===== config.mk =====
export PLATFORM = sky130hd
export DESIGN_NAME = twtt_ctrl
export DESIGN_NICKNAME = d
export VERILOG_FILES = /design/src/hw/rtl/twtt_pkg.sv /design/src/hw/rtl/twtt_ctrl.sv
export SDC_FILE = /design/constraint.sdc
export NUM_CORES = 1
export LEC_CHECK = 0
export ABC_AREA = 1
export BUFFER_PORTS_ARGS = -buffer_cell sky130_fd_sc_hd__buf_4
export CORE_AREA = 2 2 39 41
export DETAILED_ROUTE_END_ITERATION = 10
export DIE_AREA = 0 0 41 43
export SYNTH_ARGS = -nofsm -noshare
export SYNTH_HDL_FRONTEND = slang
export SYNTH_SLANG_ARGS = --single-unit

===== constraint.sdc =====
create_clock -name clk_i -period 1.6 [get_ports clk_i]
set_input_delay 0.32 -clock clk_i [delete_from_list [all_inputs] [get_ports clk_i]]
set_output_delay 0.32 -clock clk_i [all_outputs]
set_load 0.005 [all_outputs]

===== src/hw/rtl/twtt_pkg.sv =====
// shared types, codes and score helpers for the two-way transposition table
// no dependencies; imported by twtt_ctrl, twtt_dp and two_way_transposition_table
package twtt_pkg;

  // sizing defaults for the top-level parameters
  localparam int unsigned BucketIndexBitsDef = 10;
  localparam int unsigned MoveBitsDef        = 16;

  // fixed field widths
  localparam int unsigned KeyW       = 64;
  localparam int unsigned ScoreW     = 21;
  localparam int unsigned DepthW     = 8;
  localparam int unsigned PlyW       = 8;
  localparam int unsigned InMoveW    = 16;
  localparam int unsigned FoundMoveW = 16;
  localparam int unsigned CountW     = 32;

  typedef logic signed [ScoreW-1:0] score_t;
  typedef logic signed [ScoreW+1:0] wide_score_t;

  // mate window and score saturation limits
  localparam wide_score_t MateHi  = 23'sd900000;
  localparam wide_score_t MateLo  = -23'sd900000;
  localparam wide_score_t ScoreHi = 23'sd1048575;
  localparam wide_score_t ScoreLo = -23'sd1048575;

  typedef enum logic [1:0] {
    KIND_PROBE = 2'd0,
    KIND_STORE = 2'd1,
    KIND_CLEAR = 2'd2
  } twtt_kind_e;

  typedef enum logic [1:0] {
    BOUND_EXACT = 2'd0,
    BOUND_UPPER = 2'd1,
    BOUND_LOWER = 2'd2
  } twtt_bound_e;

  typedef enum logic [1:0] {
    OUT_MISS   = 2'd0,
    OUT_HIT    = 2'd1,
    OUT_CUTOFF = 2'd2,
    OUT_DONE   = 2'd3
  } twtt_outcome_e;

  typedef enum logic [2:0] {
    ST_INIT,
    ST_IDLE,
    ST_LOOK,
    ST_WIPE,
    ST_DONE
  } twtt_state_e;

  // controller to datapath
  typedef struct packed {
    logic capture;    // latch the input word, launch the bucket read
    logic look;       // register way match and score adjust
    logic finish;     // write back, bump counters, load the result word
    logic wipe_step;  // zero one bucket row
  } twtt_cmd_t;

  // datapath to controller
  typedef struct packed {
    logic wipe_last;    // the row being zeroed is the last one
    logic out_blocked;  // result register still holds an untaken word
  } twtt_stat_t;

  function automatic score_t sat_score(input wide_score_t v);
    wide_score_t r;
    r = v;
    if (v > ScoreHi) begin
      r = ScoreHi;
    end else if (v < ScoreLo) begin
      r = ScoreLo;
    end
    return score_t'(r);
  endfunction

  // to_table: push mate scores away from zero by ply, else pull them back
  function automatic score_t mate_adjust(input score_t s, input logic [PlyW-1:0] ply,
                                         input logic to_table);
    wide_score_t w;
    wide_score_t p;
    wide_score_t r;
    w = wide_score_t'(s);
    p = {15'd0, ply};
    r = w;
    if (w > MateHi) begin
      r = to_table ? w + p : w - p;
    end else if (w < MateLo) begin
      r = to_table ? w - p : w + p;
    end
    return sat_score(r);
  endfunction

endpackage


===== src/hw/rtl/twtt_ctrl.sv =====
// sequencing state machine: reset wipe, lookup, finish and clear walk
// depends on twtt_pkg
module twtt_ctrl (
  input  logic                   clk_i,
  input  logic                   rst_ni,
  input  logic                   in_valid_i,
  input  logic [1:0]             kind_i,
  output logic                   in_stall_o,
  input  twtt_pkg::twtt_stat_t   stat_i,
  output twtt_pkg::twtt_cmd_t    cmd_o
);
  import twtt_pkg::*;

  twtt_state_e state_q, state_d;

  always_ff @(posedge clk_i or negedge rst_ni) begin
    if (!rst_ni) begin
      state_q <= ST_INIT;
    end else begin
      state_q <= state_d;
    end
  end

  always_comb begin
    state_d = state_q;
    unique case (state_q)
      ST_INIT: begin
        if (stat_i.wipe_last) state_d = ST_IDLE;
      end
      ST_IDLE: begin
        if (in_valid_i) begin
          state_d = (kind_i == KIND_CLEAR) ? ST_WIPE : ST_LOOK;
        end
      end
      ST_LOOK: state_d = ST_DONE;
      ST_WIPE: begin
        if (stat_i.wipe_last) state_d = ST_DONE;
      end
      ST_DONE: begin
        if (!stat_i.out_blocked) state_d = ST_IDLE;
      end
      default: state_d = ST_INIT;
    endcase
  end

  always_comb begin
    cmd_o      = '0;
    in_stall_o = 1'b1;
    unique case (state_q)
      ST_INIT: cmd_o.wipe_step = 1'b1;
      ST_IDLE: begin
        in_stall_o    = 1'b0;
        cmd_o.capture = in_valid_i;
      end
      ST_LOOK: cmd_o.look = 1'b1;
      ST_WIPE: cmd_o.wipe_step = 1'b1;
      ST_DONE: cmd_o.finish = !stat_i.out_blocked;
      default: cmd_o = '0;
    endcase
  end

  a_capture_leads_to_work: assert property (@(posedge clk_i) disable iff (!rst_ni)
    cmd_o.capture |=> (state_q == ST_LOOK) || (state_q == ST_WIPE))
    else $error("capture not followed by lookup or clear walk");

  a_finish_returns_idle: assert property (@(posedge clk_i) disable iff (!rst_ni)
    cmd_o.finish |=> (state_q == ST_IDLE) && !in_stall_o)
    else $error("finish did not reopen the input");

  a_one_command: assert property (@(posedge clk_i) disable iff (!rst_ni)
    $onehot0(cmd_o))
    else $error("more than one datapath command at once");

endmodule


# Word-level counts from Yosys, hierarchy flattened
# Index checks and enable logic that the tools add are counted.
[op_classes]
addsub = 0
div_mod_pow = 0
n_shift = 0
bitwise = 0
n_mux = 11
multipliers = 0
n_lt_le_gt_ge = 0
n_eq_ne = 9
n_reduce_logical = 4
[op_table]
columns = ["cell", "count"]
rows = [
  ["$pmux 3 s5", 1],
  ["$mux 3", 4],
  ["$ne 2x2->1 const B", 4],
  ["$eq 3x2->1 const B", 2],
  ["$mux 1", 6],
  ["$reduce_and 4->1", 1],
  ["$eq 3x1->1 const B", 1],
  ["$eq 3x3->1 const B", 1],
  ["$logic_not 3->1", 1],
  ["$eq 2x2->1 const B", 1],
  ["$reduce_or 2->1", 1],
  ["$logic_not 1->1", 1],
]
[totals]
wordCells = 25
out_inout_bits = 5
latch_bits = 0
memories = 0
regBits = 3
mem_bits_rw = 0
mem_bits_ro = 0
inputBits = 7

# Logic depth before layout (Yosys ltp)
[logic_depth]
ltp_word = 4
depth_mapped = 7
ltp_nobuf = 7

# Least setup slack after synthesis
# Ideal clock, no wire load.
[synth_timing]
path_kind = "register -> output"
from = "reg state_q[0]"
to = "out cmd_o[1] (netlist bit)"
t_arrival_ps = 789
setup_slack_ps = 491
required_ps = 1280
stages_incl_launch_ff = 4
path_buffers = 0
path_cell_list = "dfrtp_1 > nor2_2 > inv_1 > nor3_1"
[synth_rtl]
columns = ["element", "line", "text"]
rows = [
  ["from (decl)", "twtt_ctrl.sv:14", "twtt_state_e state_q, state_d;"],
  ["from (signal assigned)", "twtt_ctrl.sv:20", "state_q <= state_d;"],
  ["to (decl)", "twtt_ctrl.sv:10", "output twtt_pkg::twtt_cmd_t cmd_o"],
]

==> results.env <==
FIRST_PASS_GRT_WIRE_LENGTH_UM=890
YS_WARN_COUNT=0
ANT_NETS=0
HOLDCRITPATHCLASS='in -> reg'
HTREE_DEPTH=1
FIN_CRIT_NS=1.50
AREAGROWTHSYNTHTOFINISH_PCT=64.4
WORSTPATHREQUIRED_NS=1.28
CTS-ROOT-BUF='clkbuf_4'
FINAL_NETS=62
CLOCK_PIN_SLEW_WORST_SETUP_AND_HOLD_PATHS_NS=0.04
FIN_TNS_SETUP_NS=0
WORST_EP_ARRIVAL_TIME_NS=1.18
GRT_USE_TOTAL_PCT=7.96
CLOCK_SINKS=3
ROUTEDWLPERCELL_UM=8.14
CTS_INSERTED_BUFFERS=3
FILLERINSTANCES=158
WORST-R2R-SETUP-SLACK_NS=0.52
MAX_REG_FLOPS=3
MAX_FREQ_MHz=668
STATIC-LEAKAGE-POWER_nW=0.210
OVERFLOW=0
IO_PINS=12
WORSTPATHMAXFANOUT=6
DRV.MAX_CAP_VIOLATION_COUNT=0
YS_TYPES=10
POST-CTS-SETUP-BUFFER-COUNT=0
REGMOSTFLOPS='state_q'
VIAS=274
FIRST_GLOBAL_VIAS=241
VDD_DROP_MAX_uV=492
CP-START-KIND='register'
TIMING.HOLD.WORST_PATH_DEPTH=3
VIAS_PER_CELL=3.91
YS_SEQ_AREA_SHARE_PCT=33.3
FINALHOLDWORSTSLACK_NS=0.377
INSERTION_DELAY_NS=0.24
SYN-INSTANCE-COUNT=38
GRT_ANTENNA_BEFORE_REPAIR=0
FINALWEIGHTEDCONGESTION=0.848
INITIAL_DRC_COUNT=4
REPORT.FINAL.HOLD_VIOL_COUNT=0
REPORT.FINAL.SETUP_VIOL=0
AVGSYNTHCELLAREA_UM2=5.93
SYNTHESIZED_AREA_UM2=225
MAX-SLEW-MARGIN-REL_PCT=83.9
CRITICALPATHCATEGORY='reg -> out'
SLEW_VIOL_FINAL=0
TOP_REGS='state_q x3'
DRC_VIOLATIONS_LEFT=0
CRIT_PATH_CAPTURE_TYPE='primary output'
MAX_SLEW.WORST_PIN.SLEW_NS=0.242
R2R_CELLS=6
FLOORPLAN.INITIALDENSITY_PCT=16.3
FLOORPLAN.DIE_AREA_UM2=1760
SYNTHESIS.NETS=45
TRITONCTS='yes'
GRT_START_MAX_NET_PINS=7
FIRST_PASS_ITERS=2
FINAL_LAYOUT_SIZE_SUFFIX_GT1_SHARE_PCT=33.3
PORT_BUFFERS=11
FIN_SKEW_NS=0.00105
DIE-WIDTH_UM=41
DP_HPWL_UM=417
STATUS='finished clean'
DIE_HEIGHT_UM=43
NUM_ROWS=14
CTS_BUFFER_DEPTH=2
SYNTHESIZED_FLOP_AND_LATCH_TOTAL=3
SETUP_REPAIR_AFTER_GLOBAL_ROUTING_MISSED_ITS_MARGIN='yes'
FINAL.PERIOD_UTILIZATION_PCT=93.5
PWR_DENSITY_CELL_nW_PER_UM2=1840
DETAIL_ROUTE.WIRELENGTH_UM=570
PLACEABLECOREAREA_UM2=1380
DIODES_INSERTED=0
cell usage in the layout (no fill, tap or decap):
master          n
nor3_1          2
nand3_1         6
nand2_1         9
o21ai_1         1
clkbuf_1        1
buf_4          11
nor2_1          3
nor2_2          1
inv_1           9
nor2_4          1
inv_2           1
dfrtp_1         2
clkbuf_4        3
dlygate4sd3_1   1
dfrtp_2         1
o21ai_0         2
synth_stat cells (all sizes together):
cell / instances / share of area [%]
nand3: 6 / 13
dfrtp: 3 / 33
o21ai: 3 / 6.7
nor2: 5 / 11
nor3: 2 / 4.4
nand2: 9 / 15
inv: 10 / 17
worst max-delay path, stage by stage (launching register included):
cell     delay, ns
dfrtp_1       0.45
inv_2         0.11
nand3_1       0.13
nor2_1        0.13
buf_4         0.12
layer usage:
layer	part of all wire [%]	global-route usage, %
met1	41	8.77
met4	1.8	10.0
met5	0	0
met2	52	10.6
met3	5.6	1.57
power breakdown:
group	switching, W	leakage (nW)	internal, W	total [W]
sequential	0.0000638	0.0376	0.000116	0.000180
clock	0.0000426	0.0150	0.0000937	0.000136
combinational	0.000189	0.157	0.000177	0.000365
total	0.000295	0.210	0.000387	0.000682
layout make-up:
type	instances	area, µm²	share of cell area (%)
multi-input cells	25	118	31.8
repair buffers	12	92.6	25.0
flip-flops and latches	3	76.3	20.6
inverters	10	37.5	10.1
clock buffers	4	26.3	7.09
well taps	16	20.0	5.41
logic make-up (layout without fill, tap and decap cells):
kind of cell / after synthesis / count (layout) / share of synthesized area (%)
compound gates: 3 / 3 / 6.66
buf+inv: 10 / 26 / 16.7
flops: 3 / 3 / 33.3
simple gates: 22 / 22 / 43.3
what timing repair did:
item | CTS | global route
endpoints found under the hold margin | 3 | 0
hold buffers | 1 | 0
endpoints found under the setup margin | 0 | 1
gates resized for setup | 0 | 2
path summary, 6_finish.rpt:
path / startpoint / end
hold / removal: stat_i[0] / state_q[2]
hold reg to reg: state_q[0] / state_q[0]
min in group asynchronous: rst_ni / state_q[0]
max in group asynchronous: rst_ni / state_q[0]
setup reg to reg: state_q[0] / state_q[2]
setup / recovery: state_q[2] / cmd_o[3]
metrics by stage:
stage	instance area (µm²)	setup slack (ns)	total power (W)	instances	util, %
final	370	0.104	0.000682	70	26.8
after global routing	370	-0.00666	0.000750	70	26.8
after CTS	364	0.0776	0.000673	70	26.3
after detailed placement	328	0.338	0.000526	65	23.7
after global placement	328	0.352	0.000528	65	23.7
after floorplan	225	0.491	0.000378	38	-
Note: power is estimated with default switching activity, not from simulation.
